**src/rtl/bsta_pkg.sv**
```systemverilog
// Shared types, sizes and codes for the barometer tare-and-average block.
package bsta_pkg;

  // Field widths of one sensor sample and one result.
  localparam int BYTE_W = 8;
  localparam int VALUE_W = 24;
  localparam int TEMP_W = 12;

  // Stream bus widths.
  localparam int IN_TDATA_W = 6 * BYTE_W;
  localparam int IN_TUSER_W = BYTE_W;
  localparam int OUT_TDATA_W = 48;
  localparam int OUT_TUSER_W = 2;

  // Bit positions of the status and control flags.
  localparam int STATUS_READY_BIT = 3;
  localparam int CTRL_ALT_BIT = 7;

  // Ground calibration. The sample count must be a power of two, so the
  // ground mean is an arithmetic shift.
  localparam int GROUND_SAMPLES = 128;
  localparam int GROUND_SHIFT = $clog2(GROUND_SAMPLES);
  localparam int GCNT_W = (GROUND_SHIFT > 0) ? GROUND_SHIFT : 1;
  localparam int GV_SUM_W = VALUE_W + GROUND_SHIFT;
  localparam int GT_SUM_W = TEMP_W + GROUND_SHIFT;

  // Sliding window.
  localparam int WINDOW_DEPTH = 8;
  localparam int WIN_IDX_W = $clog2(WINDOW_DEPTH);
  localparam int FILL_W = $clog2(WINDOW_DEPTH + 1);
  localparam int WV_SUM_W = VALUE_W + WIN_IDX_W;
  localparam int WT_SUM_W = TEMP_W + WIN_IDX_W;
  localparam int REL_W = WV_SUM_W + 1;

  // Small-divisor divider: eight quotient bits per cycle.
  localparam int DIV_W = 32;
  localparam int DIV_STEP = 8;
  localparam int DIV_CYCLES = DIV_W / DIV_STEP;
  localparam int DIV_CNT_W = $clog2(DIV_CYCLES);
  localparam int REM_W = WIN_IDX_W;
  localparam int DIV_T_W = REM_W + 1;

  // Queue between the front and the back.
  localparam int QUEUE_DEPTH = 2;
  localparam int QPTR_W = $clog2(QUEUE_DEPTH);
  localparam int QCNT_W = $clog2(QUEUE_DEPTH + 1);

  // One classified sample as it waits in the queue.
  typedef struct packed {
    logic accepted;
    logic [VALUE_W-1:0] value;
    logic [TEMP_W-1:0] temp;
  } sample_t;

  // One result item.
  typedef struct packed {
    logic accepted;
    logic calibrated;
    logic [TEMP_W-1:0] average_temp;
    logic [VALUE_W-1:0] relative_value;
    logic [TEMP_W-1:0] ground_temp;
  } result_t;

  // Sequencer of the back part.
  typedef enum logic [1:0] {
    BK_IDLE,
    BK_LOAD,
    BK_DIV,
    BK_OUT
  } back_state_t;

endpackage

```
**src/rtl/baro_sample_tare_average.sv**
```systemverilog
// Top level of the barometer sample tare-and-average block.
//
// Usage: raw sensor samples arrive on the s_ stream, one request per sample,
// and every sample yields exactly one result on the m_ stream, in order.
// The first 128 accepted samples set the ground mean; after that each accepted
// sample enters an eight-deep window, and while it holds data each result carries
// the window mean temperature and the window mean value minus the ground.
// The back part takes a sample through the idle state (pop it and update the
// ground or window state), the load state (start the two mean dividers, eight
// quotient bits per cycle), the divide state and the out state (load the output
// register); when the window holds no data it goes from load straight to out.
// It takes no new sample until the result is loaded; a two-entry queue lets the
// front take new requests while the back is busy.
// Reset clears the ground sums, the calibration flag and the window counters;
// the block is ready for samples as soon as reset is released.
// When the receiver stalls, the result stays in the output register, the
// back part waits, the queue fills and s_tready drops.
module baro_sample_tare_average (
  input  logic                             clk,
  input  logic                             rst,
  input  logic                             s_tvalid,
  output logic                             s_tready,
  // status_byte, pressure_high, pressure_mid, pressure_low, temp_high, temp_low
  input  logic [bsta_pkg::IN_TDATA_W-1:0]  s_tdata,
  // control_byte
  input  logic [bsta_pkg::IN_TUSER_W-1:0]  s_tuser,
  output logic                             m_tvalid,
  input  logic                             m_tready,
  // average_temp, relative_value, ground_temp
  output logic [bsta_pkg::OUT_TDATA_W-1:0] m_tdata,
  // accepted, calibrated
  output logic [bsta_pkg::OUT_TUSER_W-1:0] m_tuser
);
  import bsta_pkg::*;

  sample_t front_sample;
  sample_t queue_head;
  result_t result;
  logic fifo_push;
  logic fifo_pop;
  logic fifo_empty;
  logic fifo_full;

  assign s_tready  = !fifo_full;
  assign fifo_push = s_tvalid && s_tready;

  bsta_front u_front (
    .tdata  (s_tdata),
    .tuser  (s_tuser),
    .sample (front_sample)
  );

  bsta_fifo u_fifo (
    .clk       (clk),
    .rst       (rst),
    .push      (fifo_push),
    .push_data (front_sample),
    .pop       (fifo_pop),
    .pop_data  (queue_head),
    .empty     (fifo_empty),
    .full      (fifo_full)
  );

  bsta_back u_back (
    .clk        (clk),
    .rst        (rst),
    .fifo_empty (fifo_empty),
    .fifo_data  (queue_head),
    .fifo_pop   (fifo_pop),
    .out_ready  (m_tready),
    .out_valid  (m_tvalid),
    .out_data   (result)
  );

  // Pack the result onto the stream.
  assign m_tdata = {result.ground_temp, result.relative_value, result.average_temp};
  assign m_tuser = {result.calibrated, result.accepted};

  // Back pressure on the input only ever comes from a queue that holds samples.
  a_stall_has_work: assert property (@(posedge clk) disable iff (rst)
    !s_tready |-> !fifo_empty)
    else $error("input stalled with an empty queue");

  // Results before calibration carry no means.
  a_uncal_zero: assert property (@(posedge clk) disable iff (rst)
    (m_tvalid && !m_tuser[1]) |-> (m_tdata == '0))
    else $error("nonzero result before calibration");

  // The queue never pops while empty.
  a_pop_nonempty: assert property (@(posedge clk) disable iff (rst)
    fifo_pop |-> !fifo_empty)
    else $error("queue popped while empty");

endmodule

```
**src/rtl/bsta_front.sv**
```systemverilog
// Front part: unpacks a raw sample, converts it to 1/16 units and classifies it.
module bsta_front (
  input  logic [bsta_pkg::IN_TDATA_W-1:0] tdata,
  input  logic [bsta_pkg::IN_TUSER_W-1:0] tuser,
  output bsta_pkg::sample_t               sample
);
  import bsta_pkg::*;

  logic [BYTE_W-1:0] status_byte;
  logic [BYTE_W-1:0] pressure_high;
  logic [BYTE_W-1:0] pressure_mid;
  logic [BYTE_W-1:0] pressure_low;
  logic [BYTE_W-1:0] temp_high;
  logic [BYTE_W-1:0] temp_low;
  logic [BYTE_W-1:0] control_byte;
  logic [VALUE_W-1:0] value_alt;
  logic [VALUE_W-1:0] value_pres;
  logic [VALUE_W-1:0] value;
  logic [TEMP_W-1:0] temp;

  // Unpack the request fields.
  assign status_byte   = tdata[7:0];
  assign pressure_high = tdata[15:8];
  assign pressure_mid  = tdata[23:16];
  assign pressure_low  = tdata[31:24];
  assign temp_high     = tdata[39:32];
  assign temp_low      = tdata[47:40];
  assign control_byte  = tuser[7:0];

  // Altitude is signed Q16.4, already in sixteenths.
  assign value_alt = {{(VALUE_W - 20){pressure_high[7]}}, pressure_high, pressure_mid,
                      pressure_low[7:4]};
  // Pressure is unsigned Q18.2; two extra fraction bits scale it to sixteenths.
  assign value_pres = {{(VALUE_W - 22){1'b0}}, pressure_high, pressure_mid,
                       pressure_low[7:4], 2'b00};

  assign value = control_byte[CTRL_ALT_BIT] ? value_alt : value_pres;
  assign temp  = {temp_high, temp_low[7:4]};

  // A sample counts only when fresh and both readings are nonzero.
  always_comb begin
    sample.value    = value;
    sample.temp     = temp;
    sample.accepted = status_byte[STATUS_READY_BIT] && (value != '0) && (temp != '0);
  end

endmodule

```
**src/rtl/bsta_fifo.sv**
```systemverilog
// Short register queue that decouples the front part from the back part.
module bsta_fifo (
  input  logic              clk,
  input  logic              rst,
  input  logic              push,
  input  bsta_pkg::sample_t push_data,
  input  logic              pop,
  output bsta_pkg::sample_t pop_data,
  output logic              empty,
  output logic              full
);
  import bsta_pkg::*;

  sample_t entries [QUEUE_DEPTH];
  logic [QPTR_W-1:0] wr_ptr;
  logic [QPTR_W-1:0] rd_ptr;
  logic [QCNT_W-1:0] count;

  assign empty    = (count == '0);
  assign full     = (count == QCNT_W'(QUEUE_DEPTH));
  assign pop_data = entries[rd_ptr];

  // Pointers and occupancy.
  always_ff @(posedge clk) begin
    if (rst) begin
      wr_ptr <= '0;
      rd_ptr <= '0;
      count  <= '0;
    end else begin
      if (push) begin
        wr_ptr <= (wr_ptr == QPTR_W'(QUEUE_DEPTH - 1)) ? '0 : wr_ptr + 1'b1;
      end
      if (pop) begin
        rd_ptr <= (rd_ptr == QPTR_W'(QUEUE_DEPTH - 1)) ? '0 : rd_ptr + 1'b1;
      end
      if (push && !pop) begin
        count <= count + 1'b1;
      end else if (pop && !push) begin
        count <= count - 1'b1;
      end
    end
  end

  // Entry storage.
  always_ff @(posedge clk) begin
    if (push) begin
      entries[wr_ptr] <= push_data;
    end
  end

endmodule

```
**src/rtl/bsta_div.sv**
```systemverilog
// Unsigned divider by a small window count, eight quotient bits per cycle.
module bsta_div (
  input  logic                          clk,
  input  logic                          rst,
  input  logic                          start,
  input  logic [bsta_pkg::DIV_W-1:0]    dividend,
  input  logic [bsta_pkg::FILL_W-1:0]   divisor,
  output logic                          busy,
  output logic [bsta_pkg::DIV_W-1:0]    quotient,
  output logic                          rem_nonzero
);
  import bsta_pkg::*;

  logic [DIV_CNT_W-1:0] step_cnt;
  logic [DIV_W-1:0] shreg;
  logic [REM_W-1:0] rem;
  logic [FILL_W-1:0] dreg;
  logic [DIV_W-1:0] sh;
  logic [REM_W-1:0] r;
  logic [DIV_T_W-1:0] t;

  // Restoring division: the dividend shifts out the top, quotient bits enter below.
  always_comb begin
    sh = shreg;
    r  = rem;
    t  = '0;
    for (int i = 0; i < DIV_STEP; i++) begin
      t  = {r, sh[DIV_W-1]};
      sh = {sh[DIV_W-2:0], 1'b0};
      if (t >= DIV_T_W'(dreg)) begin
        t     = t - DIV_T_W'(dreg);
        sh[0] = 1'b1;
      end
      r = t[REM_W-1:0];
    end
  end

  // Step control.
  always_ff @(posedge clk) begin
    if (rst) begin
      busy     <= 1'b0;
      step_cnt <= '0;
    end else if (start) begin
      busy     <= 1'b1;
      step_cnt <= '0;
    end else if (busy) begin
      step_cnt <= step_cnt + 1'b1;
      if (step_cnt == DIV_CNT_W'(DIV_CYCLES - 1)) begin
        busy <= 1'b0;
      end
    end
  end

  // Working registers.
  always_ff @(posedge clk) begin
    if (start) begin
      shreg <= dividend;
      rem   <= '0;
      dreg  <= divisor;
    end else if (busy) begin
      shreg <= sh;
      rem   <= r;
    end
  end

  assign quotient    = shreg;
  assign rem_nonzero = (rem != '0);

endmodule

```
**src/rtl/bsta_back.sv**
```systemverilog
// Back part: ground calibration, sample window, window means and result register.
module bsta_back (
  input  logic              clk,
  input  logic              rst,
  input  logic              fifo_empty,
  input  bsta_pkg::sample_t fifo_data,
  output logic              fifo_pop,
  input  logic              out_ready,
  output logic              out_valid,
  output bsta_pkg::result_t out_data
);
  import bsta_pkg::*;

  back_state_t state;
  back_state_t state_next;
  logic div_start;
  logic out_load;
  logic use_window;

  // Ground and window state.
  logic [GV_SUM_W-1:0] gv_sum;
  logic [GT_SUM_W-1:0] gt_sum;
  logic [GCNT_W-1:0] g_count;
  logic calib;
  logic [VALUE_W-1:0] value_ring [WINDOW_DEPTH];
  logic [TEMP_W-1:0] temp_ring [WINDOW_DEPTH];
  logic [WIN_IDX_W-1:0] wr_idx;
  logic [FILL_W-1:0] fill;
  logic [WV_SUM_W-1:0] wv_sum;
  logic [WT_SUM_W-1:0] wt_sum;
  logic acc_hold;
  logic vneg;

  // Update terms for one accepted sample.
  logic window_full;
  logic [GV_SUM_W-1:0] gv_sum_next;
  logic [GT_SUM_W-1:0] gt_sum_next;
  logic [WV_SUM_W-1:0] wv_old;
  logic [WT_SUM_W-1:0] wt_old;
  logic [WV_SUM_W-1:0] wv_mag;

  // Divider ports.
  logic vdiv_busy;
  logic tdiv_busy;
  logic [DIV_W-1:0] vdiv_quo;
  logic [DIV_W-1:0] tdiv_quo;
  logic vdiv_rem_nz;
  logic tdiv_rem_nz;

  // Result assembly.
  logic [VALUE_W-1:0] gv_mean;
  logic [TEMP_W-1:0] gt_mean;
  logic [REL_W-1:0] mean_full;
  logic [REL_W-1:0] rel_full;
  logic [REL_W-VALUE_W:0] rel_upper;
  logic [VALUE_W-1:0] rel_sat;
  result_t result;

  assign use_window  = calib && (fill != '0);
  assign window_full = (fill == FILL_W'(WINDOW_DEPTH));
  assign gv_mean     = gv_sum[VALUE_W-1:0];
  assign gt_mean     = gt_sum[TEMP_W-1:0];

  // Sequencer: take a sample, start the means if the window holds data, wait, then deliver the result.
  always_comb begin
    state_next = state;
    fifo_pop   = 1'b0;
    div_start  = 1'b0;
    out_load   = 1'b0;
    unique case (state)
      BK_IDLE: begin
        if (!fifo_empty) begin
          fifo_pop   = 1'b1;
          state_next = BK_LOAD;
        end
      end
      BK_LOAD: begin
        if (use_window) begin
          div_start  = 1'b1;
          state_next = BK_DIV;
        end else begin
          state_next = BK_OUT;
        end
      end
      BK_DIV: begin
        if (!vdiv_busy) begin
          state_next = BK_OUT;
        end
      end
      BK_OUT: begin
        if (!out_valid || out_ready) begin
          out_load   = 1'b1;
          state_next = BK_IDLE;
        end
      end
      default: state_next = BK_IDLE;
    endcase
  end

  always_ff @(posedge clk) begin
    if (rst) begin
      state <= BK_IDLE;
    end else begin
      state <= state_next;
    end
  end

  // Sums with the new sample added and, on a full window, the oldest removed.
  always_comb begin
    gv_sum_next = gv_sum + {{GROUND_SHIFT{fifo_data.value[VALUE_W-1]}}, fifo_data.value};
    gt_sum_next = gt_sum + GT_SUM_W'(fifo_data.temp);
    wv_old = window_full
             ? {{WIN_IDX_W{value_ring[wr_idx][VALUE_W-1]}}, value_ring[wr_idx]} : '0;
    wt_old = window_full ? WT_SUM_W'(temp_ring[wr_idx]) : '0;
  end

  // Calibration and window bookkeeping.
  always_ff @(posedge clk) begin
    if (rst) begin
      gv_sum  <= '0;
      gt_sum  <= '0;
      g_count <= '0;
      calib   <= 1'b0;
      wr_idx  <= '0;
      fill    <= '0;
      wv_sum  <= '0;
      wt_sum  <= '0;
    end else if (fifo_pop && fifo_data.accepted) begin
      if (calib) begin
        wr_idx <= (wr_idx == WIN_IDX_W'(WINDOW_DEPTH - 1)) ? '0 : wr_idx + 1'b1;
        if (!window_full) begin
          fill <= fill + 1'b1;
        end
        wv_sum <= wv_sum + {{WIN_IDX_W{fifo_data.value[VALUE_W-1]}}, fifo_data.value} - wv_old;
        wt_sum <= wt_sum + WT_SUM_W'(fifo_data.temp) - wt_old;
      end else if (g_count == GCNT_W'(GROUND_SAMPLES - 1)) begin
        // Last ground sample: the sums are replaced by their floor means.
        gv_sum  <= GV_SUM_W'($signed(gv_sum_next) >>> GROUND_SHIFT);
        gt_sum  <= gt_sum_next >> GROUND_SHIFT;
        g_count <= GCNT_W'(1);
        calib   <= 1'b1;
      end else begin
        gv_sum  <= gv_sum_next;
        gt_sum  <= gt_sum_next;
        g_count <= g_count + 1'b1;
      end
    end
  end

  // Window storage.
  always_ff @(posedge clk) begin
    if (fifo_pop && fifo_data.accepted && calib) begin
      value_ring[wr_idx] <= fifo_data.value;
      temp_ring[wr_idx]  <= fifo_data.temp;
    end
  end

  // Flags carried along with the sample being worked on.
  always_ff @(posedge clk) begin
    if (fifo_pop) begin
      acc_hold <= fifo_data.accepted;
    end
    if (div_start) begin
      vneg <= wv_sum[WV_SUM_W-1];
    end
  end

  // The value mean divides the magnitude and fixes up the sign afterward.
  assign wv_mag = wv_sum[WV_SUM_W-1] ? (~wv_sum + 1'b1) : wv_sum;

  bsta_div u_vdiv (
    .clk         (clk),
    .rst         (rst),
    .start       (div_start),
    .dividend    (DIV_W'(wv_mag)),
    .divisor     (fill),
    .busy        (vdiv_busy),
    .quotient    (vdiv_quo),
    .rem_nonzero (vdiv_rem_nz)
  );

  bsta_div u_tdiv (
    .clk         (clk),
    .rst         (rst),
    .start       (div_start),
    .dividend    (DIV_W'(wt_sum)),
    .divisor     (fill),
    .busy        (tdiv_busy),
    .quotient    (tdiv_quo),
    .rem_nonzero (tdiv_rem_nz)
  );

  // Floor mean, relative to the ground, saturated to the result width.
  always_comb begin
    if (vneg) begin
      mean_full = ~REL_W'(vdiv_quo[WV_SUM_W-1:0]) + 1'b1 - REL_W'(vdiv_rem_nz);
    end else begin
      mean_full = REL_W'(vdiv_quo[WV_SUM_W-1:0]);
    end
    rel_full  = mean_full - {{(REL_W - VALUE_W){gv_mean[VALUE_W-1]}}, gv_mean};
    rel_upper = rel_full[REL_W-1:VALUE_W-1];
    if ((rel_upper == '0) || (rel_upper == '1)) begin
      rel_sat = rel_full[VALUE_W-1:0];
    end else if (rel_full[REL_W-1]) begin
      rel_sat = {1'b1, {(VALUE_W - 1){1'b0}}};
    end else begin
      rel_sat = {1'b0, {(VALUE_W - 1){1'b1}}};
    end
  end

  // Pick the reported fields for the current phase.
  always_comb begin
    result.accepted   = acc_hold;
    result.calibrated = calib;
    if (use_window) begin
      result.average_temp   = tdiv_quo[TEMP_W-1:0];
      result.relative_value = rel_sat;
      result.ground_temp    = gt_mean;
    end else if (calib) begin
      result.average_temp   = gt_mean;
      result.relative_value = '0;
      result.ground_temp    = gt_mean;
    end else begin
      result.average_temp   = '0;
      result.relative_value = '0;
      result.ground_temp    = '0;
    end
  end

  // Output register: holds the result until the receiver takes it.
  always_ff @(posedge clk) begin
    if (rst) begin
      out_valid <= 1'b0;
    end else if (out_load) begin
      out_valid <= 1'b1;
    end else if (out_ready) begin
      out_valid <= 1'b0;
    end
  end

  always_ff @(posedge clk) begin
    if (out_load) begin
      out_data <= result;
    end
  end

endmodule
```
**config.mk**
```make
export PLATFORM = sky130hd
export DESIGN_NAME = baro_sample_tare_average
export DESIGN_NICKNAME = d
export VERILOG_FILES = /design/src/rtl/bsta_pkg.sv /design/src/rtl/baro_sample_tare_average.sv /design/src/rtl/bsta_front.sv /design/src/rtl/bsta_fifo.sv /design/src/rtl/bsta_div.sv /design/src/rtl/bsta_back.sv
export SDC_FILE = /design/constraint.sdc
export NUM_CORES = 1
export LEC_CHECK = 0
export BUFFER_PORTS_ARGS = -buffer_cell sky130_fd_sc_hd__buf_2
export CORE_MARGIN = 2
export CORE_UTILIZATION = 60
export CTS_CLUSTER_SIZE = 24
export DETAILED_ROUTE_END_ITERATION = 6
export PLACE_DENSITY = 0.79
export SYNTH_ARGS = -nofsm -noshare
export SYNTH_HDL_FRONTEND = slang
export SYNTH_SLANG_ARGS = --single-unit
```
**constraint.sdc**
```tcl
create_clock -name clk -period 17.2 [get_ports clk]
set_input_delay 3.44 -clock clk [delete_from_list [all_inputs] [get_ports clk]]
set_output_delay 3.44 -clock clk [all_outputs]
set_load 0.05 [all_outputs]
```
==> impl_summary.md <==
Outcome
The flow ran to the end, and the final reports show no timing, DRC or antenna violations.

Critical path
Data on the critical path is required at its endpoint by 17700 ps. The worst register-to-register path begins at u_back.u_vdiv.dreg[0]$_DFFE_PP_. In this run the worst path has a maximum fanout of 16.

The largest individual stage delay along the critical path comes from the cell edfxtp_1. The depth of the most critical reg-to-reg path is 56. On the worst path, the slowest cell contributes a delay of 870 ps. The critical path arrival is 13300 ps. Counting stages on the worst path, the most repeated cell is nand2_1. The register-to-register setup slack is 4400 ps. STA classifies the critical path startpoint as a register. The kind of end point of the critical path is a register. In this run the critical register-to-register path is captured at u_back.u_vdiv.rem[2]$_SDFFE_PP0P_. The setup path with the least slack is of type register to register.

Power
Internal power comes to 0.00357 W. Per report_power, the sequential group accounts for 31.7% of the total. Combinational cells account for 45.1% of the total power.

The net switching share of the total power is 38.7%. For this design the ratio of total power to cell area is 156 nW/um^2. In this run the static leakage power is 14.5 nW.

In this run, the clock network consumes 23.2% of the power. The peak supply drop is 0.115 mV. The net switching power figure is 0.00225 W.

Summing internal, switching and leakage power gives 0.00582 W.

Layout
The multi-input logic area is 15900 um^2. The filler cells instantiated in the layout total 4135. The top cell types in the final layout, fill and taps aside, are edfxtp_1, inv_1, nand2_1. The most frequent standard cell in the layout excluding fill and tap cells is edfxtp_1. The finished cells cover 37200 um^2. At the end of the flow, the number of nets in the layout was 3443. The fraction of layout cells with a size suffix above 1 is 11.3%. The register cell area after layout is 16600 um^2.

The antenna diode instance count is 0. Compared with the post-synthesis result, the final layout area differs by 9.69%.

Synth
The average cell area after synthesis is 11.2 um^2. The number of synthesized flops with an enable pin is 450. The primary flip-flop cell chosen by synthesis mapping is edfxtp_1. The unique cell type count in the Yosys netlist is 84. The simple-gate portion of the synthesized area is 9.55%. The area of the mapped netlist is 33900 um^2.

In the synthesized netlist, the number of instances is 3037. The synthesized design devotes to its leading area cell type 39.9% of total area. After synthesis, the largest family of logic cells by area is compound AO/OA/AOI/OAI gates. The register area share after synthesis is 48.8%. The cell taking the most area after synthesis is edfxtp_1. Of the total synthesized cell area, the portion taken by full adders, half adders and majority gates is 11.4%. Yosys attributes the largest share of cell area to edfxtp_1, dfxtp_1, ha_1. The number of register bits inferred by synthesis is 602. The number of nets handed over by synthesis was 3372.

The post-synthesis share of cell area spent on xor and xnor gates is 4.28%. The Yosys step of the flow raised 0 warnings. For this run, asynchronously set or reset flops after synthesis account for 0%. The share of the synthesized area in compound gates (AO/OA/AOI/OAI) is 12.4%. The share of synthesized area spent on multiplexers is 9.15%.

Global route
Across every metal layer, demand over resource in global routing totals 29.0%. The sum of overflow across all layers after global routing is 0. The initial antenna violation count is 0. The largest net degree at the start of global routing is 72. The via count of the first global-routing pass is 24.0k. The first global-routing pass estimated 133000 um of wire.

Clocking
The number of clock buffers added by TritonCTS is 60. Clock-pin slew was measured on the worst setup and hold paths at 60 ps. The buffers inserted during post-CTS setup optimization is 0. The number of H-tree branching levels is 2.

No sink is reached through more buffers than the 3 on the longest clock path. The number of clock sinks seen by CTS is 602. For this design, the CTS-stage hold fixing added 0 buffers. TritonCTS built the clock tree. The post-cts repair resize count is 0. The CTS root buffer is clkbuf_16. The insertion delay to the later sink of the worst-skew pair is 630 ps.

STA
Setup violations remaining at the end of the flow were counted as 0. Adding up every negative setup slack in the final design gives 0 ps. The final worst clock skew is 16.2 ps. The count of final max-slew check failures is 0. The actual transition at the worst max-transition pin is 1220 ps. The worst path uses 74.4% of the clock period. The routed design could run at a clock period as short as 12800 ps. The peak clock frequency supported by timing is 78.1 MHz. The post-layout worst setup margin is 4400 ps.

The final-report hold violation count is 0. Setup repair after global routing left no endpoint under its margin. The headroom to the max-slew limit is 18.7%.

Drt
The pre-antenna-repair detailed-routing pass consisted of 6 iterations. In this run, the number of DRC markers left after iteration 0 of detailed routing was 2176. The detail route stage leaves a number of antenna-violating nets equal to 0. Dividing the detail-routed wire length by the instance count gives 21.9 um. In the routed design, unresolved DRC markers number 0.

Dividing the detail-routed via count by the number of cells gives 6.14. Wires add up to 85700 um. The total vias in the final route is 24.0k.

Floorplan
The effective utilization at floorplan is 60.4%. The die boundary height is 242 um. During I/O placement, the number of pins put on the boundary was 112. The core area is 56200 um^2.

The number of rows in the core area is 87. From left edge to right edge, the die measures 242 um. The die covers 58400 um^2.

Placement
Port buffering added 89 buffers. The post-place instance area is 35200 um^2. The worst setup slack before clock tree synthesis is 4540 ps. The last weighted congestion value of the routability-driven placer is 0.930. Summed over all nets, the half-perimeter wirelength after detailed placement is 59400 um.

Min path
The capture endpoint of the worst hold path is u_back.out_data[49]$_DFFE_PP_. The cell depth of the worst min-delay path is 0. The start point of the worst hold path is u_back.acc_hold$_DFFE_PP_. The tightest min-delay check is of the register to register type.

Flow run
The tool flagged a number of max-cap violations equal to 0.
[critical path, delay by kind of cell (launching register included)]
kind	cells	cell delay, ps
and+or+nand+nor	13	780
buffers and inverters	7	500
muxes	8	3130
adders and majority gates	9	2290
AOI/OAI and AO/OA	19	5120
DFF	1	870
[layout make-up]
| cell class | count | area share, % |
|---|---|---|
| multi-input combinational | 2043 | 42.8 |
| tap | 756 | 2.54 |
| timing repair buffer | 122 | 1.87 |
| clock inverter | 36 | 1.08 |
| inverter | 279 | 2.82 |
| sequential | 602 | 44.5 |
| clock buffer | 75 | 4.33 |
[how the worst max path moves through the flow]
stage	endpoint	slack (ps)	depth (start not counted)	start
finish	u_back.u_vdiv.rem[2]$_SDFFE_PP0P_	4400	56	u_back.u_vdiv.dreg[0]$_DFFE_PP_
global route	u_back.u_vdiv.rem[2]$_SDFFE_PP0P_	3460	56	u_back.u_vdiv.dreg[0]$_DFFE_PP_
CTS	u_back.u_vdiv.rem[2]$_SDFFE_PP0P_	4470	56	u_back.u_vdiv.dreg[0]$_DFFE_PP_
detailed placement	u_back.u_vdiv.rem[2]$_SDFFE_PP0P_	4540	56	u_back.u_vdiv.dreg[0]$_DFFE_PP_
global placement	u_back.u_vdiv.rem[2]$_SDFFE_PP0P_	4990	56	u_back.u_vdiv.dreg[0]$_DFFE_PP_
floorplan	u_back.u_vdiv.rem[2]$_SDFFE_PP0P_	5470	55	u_back.u_vdiv.dreg[1]$_DFFE_PP_
[through the flow]
stage | std cells | hold slack [ps] | utilization, %
after floorplan | 3037 | 400 | -
after global placement | 3802 | 413 | 62.6
after detailed placement | 3802 | 412 | 62.6
after CTS | 3913 | 422 | 66.2
after global routing | 3913 | 447 | 66.2
final | 3913 | 430 | 66.2
[logic make-up after synthesis]
family	Yosys count
adder cells (fa/ha/maj)	275
AO/OA/AOI/OAI	666
flip-flops	602
buffers and inverters	392
AND/OR/NAND/NOR	720
multiplexers	218
XOR/XNOR	164
[power groups by stage]
stage          registers (W)  clock network [W]  logic, W
3_5_place_dp         0.00187                  0   0.00257
4_1_cts              0.00184            0.00136   0.00259
6_report             0.00185            0.00135   0.00262
2_1_floorplan        0.00187                  0   0.00196
3_3_place_gp         0.00187                  0   0.00245
5_1_grt              0.00185            0.00142   0.00291
[sequential cells by signal (all words and copies together) (netlist names), 3 cells and up, named ones only]
signal,cells
u_back.temp_ring,96
u_back.u_tdiv.quotient,32
u_back.g_count,7
u_back.gt_sum,19
u_back.wv_sum,27
u_back.value_ring,184
u_back.fill,4
u_back.u_vdiv.rem,3
u_back.out_data,50
u_fifo.entries,72
u_back.wr_idx,3
u_back.gv_sum,31
u_back.u_vdiv.dreg,4
u_back.u_tdiv.rem,3
u_back.wt_sum,15
u_back.u_vdiv.quotient,32
[cells in the mapped netlist, types with 16 or more instances]
| cell type | count |
|---|---|
| edfxtp_1 | 450 |
| inv_1 | 278 |
| nand2_1 | 267 |
| nor2_1 | 225 |
| ha_1 | 218 |
| a21oi_1 | 201 |
| o21ai_0 | 160 |
| dfxtp_1 | 152 |
| mux2i_1 | 113 |
| xnor2_1 | 98 |
| clkbuf_1 | 89 |
| a21o_1 | 71 |
| mux4_2 | 70 |
| xor2_1 | 65 |
| fa_1 | 57 |
| a211oi_1 | 39 |
| nor3_1 | 37 |
| mux2_2 | 35 |
| nand3_1 | 35 |
| nand2b_1 | 25 |
| o21ai_1 | 25 |
| and2_1 | 23 |
| o31ai_1 | 19 |
| a22o_1 | 18 |
| o21a_1 | 18 |
| or3_1 | 18 |
| and3_1 | 16 |
| buf_1 | 16 |
| nand4_1 | 16 |
[per-layer routing]
layer	global-route usage [%]	share of wire, %	vias up
li1	-	-	11100
met1	39.3	42	11900
met2	48.4	48	933
met3	3.93	6.9	158
met4	9.62	3.1	0
met5	0	0	-
Note: power is estimated with default switching activity, not from simulation.
